## config.mk

```make
export PLATFORM = sky130hd
export DESIGN_NAME = ogu_ctrl
export DESIGN_NICKNAME = d
export VERILOG_FILES = /design/src/ogu_pkg.sv /design/src/ogu_ctrl.sv
export SDC_FILE = /design/constraint.sdc
export NUM_CORES = 1
export LEC_CHECK = 0
export CORE_AREA = 2 2 39 41
export DETAILED_ROUTE_END_ITERATION = 10
export DIE_AREA = 0 0 41 43
export DONT_BUFFER_PORTS = 1
export REMOVE_ABC_BUFFERS = 1
export SYNTH_ARGS = -nofsm -noshare
export SYNTH_HDL_FRONTEND = slang
export SYNTH_SLANG_ARGS = --single-unit
```

## constraint.sdc

```tcl
create_clock -name clk -period 2.6 [get_ports clk]
set_input_delay 0.26 -clock clk [delete_from_list [all_inputs] [get_ports clk]]
set_output_delay 0.26 -clock clk [all_outputs]
set_load 0.02 [all_outputs]
```

## src/ogu_pkg.sv

```systemverilog
// Package for the offset guided 2x upscaler.
// Holds the controller state type, the command and status structs, register codes
// and the blend arithmetic. It depends on nothing.
package ogu_pkg;

  localparam int unsigned Q15_MAX      = 32767;
  localparam int unsigned HEIGHT_LIMIT = 2048;
  localparam logic [11:0] WIDTH_RESET  = 12'd640;
  localparam logic [11:0] HEIGHT_RESET = 12'd480;

  localparam logic REG_IMAGE_WIDTH  = 1'b0;
  localparam logic REG_IMAGE_HEIGHT = 1'b1;

  typedef enum logic [1:0] {
    ST_IDLE,
    ST_LOAD,
    ST_BLEND,
    ST_EMIT
  } state_t;

  typedef struct packed {
    logic       accept;
    logic       load;
    logic       blend;
    logic [1:0] step;
    logic       advance;
  } cmd_t;

  typedef struct packed {
    logic last;
  } status_t;

  // Magnitude of a Q15 offset; the most negative code saturates.
  function automatic logic [14:0] weight_of(input logic [15:0] raw);
    logic [15:0] neg;
    neg = 16'(~raw + 16'd1);
    if (raw == 16'h8000) begin
      return 15'(Q15_MAX);
    end else if (raw[15]) begin
      return neg[14:0];
    end else begin
      return raw[14:0];
    end
  endfunction

  // Per byte lerp from a toward b by c/32767, truncated. The division by
  // 32767 is exact for sums below 256*32767: q = (s + (s >> 15) + 1) >> 15.
  function automatic logic [31:0] blend(input logic [31:0] a, input logic [31:0] b,
                                        input logic [14:0] c);
    logic [31:0] res;
    logic [14:0] ci;
    logic [23:0] s;
    logic [23:0] t;
    ci  = 15'(Q15_MAX) - c;
    res = '0;
    for (int ch = 0; ch < 4; ch++) begin
      s = 24'(a[ch*8 +: 8] * ci) + 24'(b[ch*8 +: 8] * c);
      t = s + (s >> 15) + 24'd1;
      res[ch*8 +: 8] = t[22:15];
    end
    return res;
  endfunction

endpackage

```

## src/ogu_ctrl.sv

```systemverilog
// Controller of the offset guided 2x upscaler: sequences accept, line store load,
// four blend steps and result emission. Depends on ogu_pkg.
module ogu_ctrl (
  input  logic             clk,
  input  logic             rst_n,
  input  logic             in_valid,
  output logic             in_ready,
  output logic             out_valid,
  input  logic             out_ready,
  input  ogu_pkg::status_t status,
  output ogu_pkg::cmd_t    cmd
);

  ogu_pkg::state_t state_r, state_nxt;
  logic [1:0]      step_r, step_nxt;

  always_ff @(posedge clk) begin
    if (!rst_n) begin
      state_r <= ogu_pkg::ST_IDLE;
      step_r  <= '0;
    end else begin
      state_r <= state_nxt;
      step_r  <= step_nxt;
    end
  end

  always_comb begin
    state_nxt   = state_r;
    step_nxt    = step_r;
    in_ready    = 1'b0;
    out_valid   = 1'b0;
    cmd         = '0;
    cmd.step    = step_r;
    unique case (state_r)
      ogu_pkg::ST_IDLE: begin
        in_ready   = 1'b1;
        cmd.accept = in_valid;
        if (in_valid) begin
          state_nxt = ogu_pkg::ST_LOAD;
        end
      end
      ogu_pkg::ST_LOAD: begin
        cmd.load  = 1'b1;
        step_nxt  = '0;
        state_nxt = ogu_pkg::ST_BLEND;
      end
      ogu_pkg::ST_BLEND: begin
        cmd.blend = 1'b1;
        step_nxt  = step_r + 2'd1;
        if (step_r == 2'd3) begin
          state_nxt = ogu_pkg::ST_EMIT;
        end
      end
      ogu_pkg::ST_EMIT: begin
        out_valid   = 1'b1;
        cmd.advance = out_ready;
        if (out_ready && status.last) begin
          state_nxt = ogu_pkg::ST_IDLE;
        end
      end
      default: state_nxt = ogu_pkg::ST_IDLE;
    endcase
  end

  a_accept_loads: assert property (@(posedge clk) disable iff (!rst_n)
    cmd.accept |=> state_r == ogu_pkg::ST_LOAD) else $error("accept not followed by load");
  a_load_blends: assert property (@(posedge clk) disable iff (!rst_n)
    state_r == ogu_pkg::ST_LOAD |=> state_r == ogu_pkg::ST_BLEND && step_r == 2'd0)
    else $error("load not followed by first blend step");
  a_last_idles: assert property (@(posedge clk) disable iff (!rst_n)
    out_valid && out_ready && status.last |=> state_r == ogu_pkg::ST_IDLE)
    else $error("last result did not return to idle");
  a_no_overlap: assert property (@(posedge clk) disable iff (!rst_n)
    !(in_ready && out_valid)) else $error("input taken while results pending");

endmodule

```

==> flow_metrics.tcl, run 1 <==
set metrics [dict create \
    status "finished clean" \
    vias 200 \
    hp-class "in -> reg" \
    root_buffer "clkbuf_4" \
    cts_resized 0 \
    die_w_um 41 \
    setup_tns_ns 0 \
    cts_sinks 4 \
    wl_um 484 \
    cp_max_fo 4 \
    crit_chain "inv_1 -> ha_1 -> and2_1" \
    fin_crit_ns 1.58 \
    gp_congestion 0.545 \
    drive_above_1_share_pct 19.4 \
    slew_headroom_pct 72.8 \
    antenna_cells 0 \
    syn_inst 28 \
    holdBufCountCts 0 \
    final_antenna_net_count 0 \
    via_per_inst 4.26 \
    ys_seq_area_share_pct 27.6 \
    grt_overflow_total 0 \
    cts_tree "done" \
    synth.area.top_cells "dfxtp_1 (28%), ha_1 (22%), a221oi_4 (9.1%)" \
    synthArstFlopShare_pct 0 \
    leakage_uw 0.000135 \
    grt_first_pass_wirelength_um 807 \
    fmax_ghz 0.633 \
    ys_types 15 \
    clk_latency_ns 0.23 \
    postCtsSetupBuffers 0 \
    synthMostInstantiatedCell "ha_1" \
    clkSlewWorstSetupHoldPaths_ns 0.03 \
    track_usage_pct 8.01 \
    rows 14 \
    synth_seq_cells 4 \
    netlist.area_leader.share_pct 27.6 \
    syn_avg_cell_area_um2 10.4 \
    nets 43 \
    grt_pass1_vias 211 \
    start_util_pct 21.0 \
    crit_required_ns 2.34 \
    htree_levels 1 \
    syn_to_final_growth_pct 14.7 \
    slowest_stage "ha_1" \
    maxCapViolations 0 \
    power_density_nw_per_um2 1170 \
    ir_drop_mv 0.309 \
    yosys.area.top_type "dfxtp_1" \
    synth_ff_type "dfxtp_1" \
    tightest_slew_ns 0.408 \
    critPathArrivalTime_ns 1.32 \
    portBuffers 0 \
    drt_pass1_iterations 1 \
    hold_viol_final 0 \
    netlist_top_cells_count "ha_1 (5), dfxtp_1 (4), inv_1 (4)" \
    synth-edff-count 0 \
    fill_cells 153 \
    synth_area_um2 290 \
    cpPeakStageDelay_ns 0.37 \
    fin_skew_ns 0.000623 \
    setup_viol 0 \
    dpl.hpwl_um 425 \
    critical_path.startpoint_type "flop" \
    die_area_um2 1760 \
    clk_path_buf_depth 2 \
    drc 0 \
    grt_setup_unrepaired "no" \
    finalCritPeriodShare_pct 60.7 \
    ys.warnings.count 0 \
    grt_max_degree 6 \
    io_pins 13 \
    end_kind "output pin" \
    finalPower_uw 390 \
    critPathKind "reg -> out" \
    drv_slew 0 \
    wl_per_cell_um 10.3 \
    first_iter_violations 0 \
    antenna_found_initial 0 \
    path_delay_family "adder cells" \
    fp.dieH_um 43 \
    numCtsBuffers 3 \
    cp_num_buf_inv 1 \
    core_area_um2 1380 \
]
==> flip-flops by register name, indices dropped and copies added (netlist names) <==
| register | count |
|---|---|
| state_r | 2 |
| step_r | 2 |
==> path summary, 6_finish.rpt <==
check / start / end / slack (ns) / cells past startpoint
setup / recovery: state_r[1] / cmd[5] / 1.02 / 3
hold / removal: rst_n / state_r[1] / 0.18 / 2
setup reg to reg: state_r[0] / state_r[1] / 1.19 / 4
hold reg to reg: state_r[1] / state_r[1] / 0.49 / 2
==> cell type report <==
cell class                      instances  area [um2]  area share (%)
Inverter                                4        15.0            4.51
Clock buffer                            3        22.5            6.77
Multi-Input combinational cell         20         195            58.6
Sequential cell                         4        80.1            24.1
Tap cell                               16        20.0            6.02
==> per-layer routing <==
layer | track usage (%) | wire (um) | share of wire (%)
met1 | 6.05 | 202 | 42
met2 | 10.0 | 224 | 46
met3 | 10.5 | 56 | 12
met4 | 6.00 | 0 | 0
met5 | 0 | 0 | 0
==> worst reg2reg max path, delay by kind of cell (launching register included) <==
kind | cells | cell delay, ns
multiplexers | 1 | 0.21
buffers and inverters | 1 | 0.08
flip-flops | 1 | 0.36
AO/OA/AOI/OAI | 1 | 0.35
adder cells (fa/ha/maj) | 1 | 0.35
==> report_power, final <==
part           internal [uW]  switching, uW  total [uW]
sequential              79.7           20.2        99.8
combinational           89.7            127         217
clock                   51.4           22.5        73.9
total                    221            169         390
==> cell usage in the layout, fill, tap and decap left out, types with 2 or more instances in the layout <==
cell type  Yosys  final
dfxtp_1        4      4
ha_1           5      5
a21boi_0       2      2
nand2b_1       2      2
nand2_1        2      2
clkbuf_4       0      3
inv_1          4      4
==> cell families after synthesis <==
kind of cell               synth area share, %
buffers and inverters                     5.17
muxes                                     3.45
adders and majority gates                 21.6
AOI/OAI and AO/OA                         26.3
and+or+nand+nor                           16.0
DFF                                       27.6
==> through the flow <==
step	instances	cell area [um2]	hold slack [ns]	setup slack (ns)	util (%)
after floorplan	28	290	0.406	1.29	-
after global placement	44	310	0.417	1.19	22.4
after CTS	47	333	0.171	0.990	24.1
after global routing	47	333	0.161	0.910	24.1
final	47	333	0.181	1.02	24.1
after detailed placement	44	310	0.420	1.17	22.4
(Power assumes the default switching activity.)
==> run 2: changes to the inputs <==
- ABC_AREA: not set -> 1
- clock period: 2.6 -> 1.32 ns (I/O delays scaled with it)
==> run 2 against run 1 <==
Compared with the run above: non-clock buffer count rose by 6; final cell count increased by 38%; power grew 140%; combinational power grew to 2.9 times the previous value; register-to-register slack lost 1.0 ns.
==> flow_metrics.tcl, run 2 <==
set metrics [dict create \
    tightest_slew_ns 0.209 \
    cts_sinks 4 \
    cp_max_fo 5 \
    numCtsBuffers 3 \
    clkSlewWorstSetupHoldPaths_ns 0.04 \
    synthAdderAreaFrac_pct 20.0 \
    root_buffer "clkbuf_4" \
    via_per_inst 3.89 \
    htree_levels 1 \
    wl_per_cell_um 8.85 \
    yosys.area.top_type "dfxtp_1" \
    die_area_um2 1760 \
    fp.dieH_um 43 \
    crit_required_ns 1.19 \
    power_density_nw_per_um2 2290 \
    drive_above_1_share_pct 38.8 \
    ys_types 12 \
    synth_seq_cells 4 \
    synthMuxAreaShare_pct 0 \
    syn_to_final_growth_pct 33.2 \
    final_antenna_net_count 0 \
    core_area_um2 1380 \
    nets 61 \
    rows 14 \
    ys.warnings.count 0 \
    synth_top_family_by_area "simple AND/OR/NAND/NOR gates" \
    hp-start "rst_n" \
    grt_max_degree 6 \
    syn_inst 40 \
    grt_setup_unrepaired "no" \
    synth_compound_area_share_pct 5.60 \
    synth-edff-count 0 \
    antenna_found_initial 0 \
    layout_commonest_cell "nand2_1" \
    clk_latency_ns 0.23 \
    grt_first_pass_wirelength_um 883 \
    fmax_ghz 0.801 \
    vias 253 \
    synth_area_um2 313 \
    fin_cells 65 \
    first_iter_violations 1 \
    die_w_um 41 \
    netlist.area_leader.share_pct 25.6 \
    clk_path_buf_depth 2 \
    holdBufCountCts 0 \
    place_inst 62 \
    synth_ff_type "dfxtp_1" \
    cts_tree "done" \
    finalCritPeriodShare_pct 94.6 \
    start_util_pct 22.6 \
    ir_drop_mv 0.722 \
    portBuffers 0 \
    setup_tns_ns 0 \
    drc 0 \
    antenna_cells 0 \
    synth.area.top_cells "dfxtp_1 (26%), ha_1 (20%), bufinv_8 (11%)" \
    hold_viol_final 0 \
    leakage_uw 0.000231 \
    slew_headroom_pct 86.1 \
    dpl.hpwl_um 492 \
    fin_skew_ns 0.00254 \
    drt_pass1_iterations 2 \
    synth_xor_area_share_pct 0 \
    ys_seq_area_share_pct 25.6 \
    setup_viol 0 \
    drv_slew 0 \
    hp-class "in -> reg" \
    critPathKind "reg -> out" \
    maxCapViolations 0 \
    status "finished clean" \
    grt_overflow_total 0 \
    yosys.area_share.simple_pct 28.0 \
    track_usage_pct 7.93 \
    netlist_top_cells_count "inv_1 (8), nand2_1 (8), ha_1 (5), dfxtp_1 (4)" \
    synthArstFlopShare_pct 0 \
    layout_common_cells "nand2_1 (8), inv_1 (7), buf_4 (6)" \
    end_kind "output pin" \
    holdWs_ns 0.0260 \
    critPathArrivalTime_ns 1.12 \
    wl_um 575 \
    grt_pass1_vias 250 \
    io_pins 13 \
    syn_avg_cell_area_um2 7.82 \
    reg2reg_from "state_r[0]" \
    postCtsSetupBuffers 0 \
    critical_path.startpoint_type "flop" \
    largestRegisters "state_r: 2 flops, step_r: 2 flops" \
    fin_crit_ns 1.25 \
    cp-startpoint "state_r[0]" \
    gp_congestion 0.701 \
]
==> run 2: cell types whose count changed in the layout (fill, tap and decap cells not counted), moves of 3 or more <==
cell     change
nand2_1      +6
nor2_1       +3
inv_1        +3
nand2_2      +3
buf_4        +6
==> run 2: layout make-up <==
cell class / count / area [um2]
sequential: 4 / 81.3
timing repair buffer: 6 / 45.0
fill: 148 / 967
multi-input combinational: 26 / 183
clock buffer: 3 / 22.5
inverter: 10 / 65.1
tap: 16 / 20.0
==> run 2: per-layer routing <==
metal | GRT usage, % | share of wire (%)
met3 | 2.09 | 5.2
met5 | 0 | 0
met1 | 7.72 | 42
met2 | 11.3 | 53
met4 | 10.0 | 0
==> run 2: worst max-delay path, stage by stage, from the launching register on <==
cell      delay [ns]
dfxtp_2         0.33
bufinv_8        0.18
ha_2            0.21
buf_4           0.16
==> run 2: repair_timing <==
item	4_1_cts	5_1_grt
pin swaps	0	0
gates resized for setup	1	3
endpoints found under the setup margin	1	6
==> run 2: logic make-up after synthesis <==
group,after synthesis
AOI/OAI and AO/OA,3
adders and majority gates,5
buffers and inverters,10
DFF,4
and+or+nand+nor,18
==> run 2: path summary, 6_finish.rpt <==
kind | cells past startpoint | end | slack [ns]
worst max register to register | 6 | state_r[0] | 0.15
worst max-delay path | 3 | cmd[3] | 0.07
worst min register to register | 3 | step_r[1] | 0.62
worst min-delay path | 2 | state_r[1] | 0.03
==> run 2: per-stage QoR <==
step / setup WS, ns / total power, uW / utilization [%] / instance area (um2)
CTS: 0.000159 / 917 / 29.1 / 403
detailed placement: 0.0467 / 756 / 27.3 / 378
global route: 0.0263 / 1040 / 30.1 / 417
floorplan: 0.0789 / 621 / - / 313
finish: 0.0710 / 952 / 30.1 / 417
global placement: 0.0685 / 746 / 27.3 / 378
==> run 2: report_power, final <==
group | internal, uW | switching (uW) | total [uW]
clock | 101 | 45.5 | 147
sequential | 159 | 21.9 | 181
combinational | 303 | 321 | 624
==> run 3: changes to the inputs <==
==> constraint.sdc (replaced) <==
create_clock -name clk -period 1 [get_ports clk]
set_input_delay 0.25 -clock clk [delete_from_list [all_inputs] [get_ports clk]]
set_output_delay 0.25 -clock clk [all_outputs]
set_load 0.02 [all_outputs]
==> run 3 against run 2 <==
Compared with the run above: the flow now finishes with violations (negative setup slack); clock power increased by 29%; sequential power increased by 63%; final cell count is 9.2% higher; clock skew is 0.0013 ns lower; critical path depth unchanged; critical path type unchanged; critical endpoint is now out_valid; largest power group unchanged.
==> flow_metrics.tcl, run 3 (synthesized netlist as in run 2, its figures left out) <==
set metrics [dict create \
    hold_viol_final 0 \
    fill_cells 145 \
    portBuffers 0 \
    crit_path_frequent_cell "buf_6" \
    nets 67 \
    wl_per_cell_um 10.4 \
    fp.dieH_um 43 \
    end_kind "output pin" \
    path_delay_family "flip-flops" \
    wl_um 735 \
    layout_commonest_cell "buf_6" \
    maxCapViolations 0 \
    path_depth 3 \
    die_area_um2 1760 \
    drc 0 \
    ir_drop_mv 0.739 \
    hp-class "in -> reg" \
    clk_path_buf_depth 2 \
    fin_cells 71 \
    cp_max_fo 3 \
    setup_ws_ns -0.258 \
    violations "negative setup slack" \
    finalCritPeriodShare_pct 126 \
    critical_path.startpoint_type "flop" \
    final_util_pct 41.0 \
    place_inst 64 \
    cts_tree "done" \
    grt_pass1_vias 298 \
    multiInputGateArea_um2 260 \
    grt_first_pass_wirelength_um 1160 \
    root_buffer "clkbuf_4" \
    tightest_slew_ns 0.140 \
    status "finished with violations" \
    holdBufCountCts 0 \
    grt_overflow_total 0 \
    setup_viol 9 \
    antenna_cells 0 \
    cpPeakStageDelay_ns 0.36 \
    drv_slew 0 \
    clkSlewWorstSetupHoldPaths_ns 0.04 \
    antenna_found_initial 0 \
    leakage_uw 0.000275 \
    final_antenna_net_count 0 \
    start_util_pct 22.6 \
    critPathKind "reg -> out" \
    rr_worst_depth 7 \
    drive_above_1_share_pct 65.5 \
    track_usage_pct 10.1 \
    crit_required_ns 0.75 \
    rows 14 \
    io_pins 13 \
    syn_to_final_growth_pct 81.6 \
    holdPathStages 2 \
    htree_levels 1 \
    core_area_um2 1380 \
    critPathArrivalTime_ns 1.01 \
    drt_pass1_iterations 2 \
    layout_common_cells "buf_6 (8), nand2_1 (6), inv_1 (5)" \
    slew_headroom_pct 90.6 \
    cp_num_buf_inv 2 \
    cts_sinks 4 \
    vias 297 \
    gp_congestion 0.678 \
    dpl.hpwl_um 491 \
    largestRegisters "state_r: 2 flops, step_r: 2 flops" \
    fin_skew_ns 0.00122 \
    setup_tns_ns -1.64 \
    numCtsBuffers 3 \
    clk_latency_ns 0.23 \
    fmax_ghz 0.795 \
    die_w_um 41 \
    power_density_nw_per_um2 2910 \
    area.sequential_um2 87.6 \
    grt_setup_unrepaired "yes" \
    fin_crit_ns 1.26 \
    via_per_inst 4.18 \
    crit_chain "buf_6 -> ha_4 -> buf_6" \
    slowest_stage "dfxtp_4" \
    first_iter_violations 2 \
    grt_max_degree 5 \
]
[run 3: final cells by class]
class | count | share of cell area (%)
multi-input cells | 26 | 45.8
clock buffers | 3 | 3.96
inverters | 10 | 10.1
repair buffers | 12 | 21.1
well taps | 16 | 3.52
flip-flops and latches | 4 | 15.4
[run 3: final timing paths]
kind,from,slack (ns),end
worst min-delay path,rst_n,0.14,state_r[0]
worst max-delay path,state_r[1],-0.26,out_valid
worst min register to register,state_r[0],0.58,state_r[0]
worst max register to register,state_r[1],-0.18,state_r[0]
[run 3: what timing repair did]
| item | in CTS | in global routing |
|---|---|---|
| buffers inserted | 4 | 0 |
| setup endpoints to repair | 10 | 11 |
| gates resized for setup | 34 | 3 |
| endpoints found under the hold margin | 0 | 0 |
| pin swaps | 12 | 2 |
[run 3: metrics by stage]
stage	worst slack, ns	hold slack [ns]	total power (uW)	instance area [um2]
global placement	-0.221	0.380	1030	393
global route	-0.279	0.147	1770	568
detailed placement	-0.216	0.382	1040	393
floorplan	-0.274	0.371	820	313
finish	-0.258	0.139	1650	568
CTS	-0.260	0.130	1630	559
[run 3: power breakdown]
group | switching, uW | internal [uW] | total (uW) | leakage, uW
registers | 69.0 | 226 | 295 | 0.0000340
logic | 588 | 579 | 1170 | 0.000227
clock network | 56.6 | 134 | 190 | 0.0000138
[run 3: routing by layer]
| layer | vias to the layer above | global-route usage, % | wire, um |
|---|---|---|---|
| li1 | 153 | - | - |
| met1 | 138 | 11.3 | 273 |
| met2 | 6 | 14.7 | 429 |
| met3 | 0 | 1.57 | 32 |
| met4 | 0 | 10.0 | 0 |
| met5 | - | 0 | 0 |
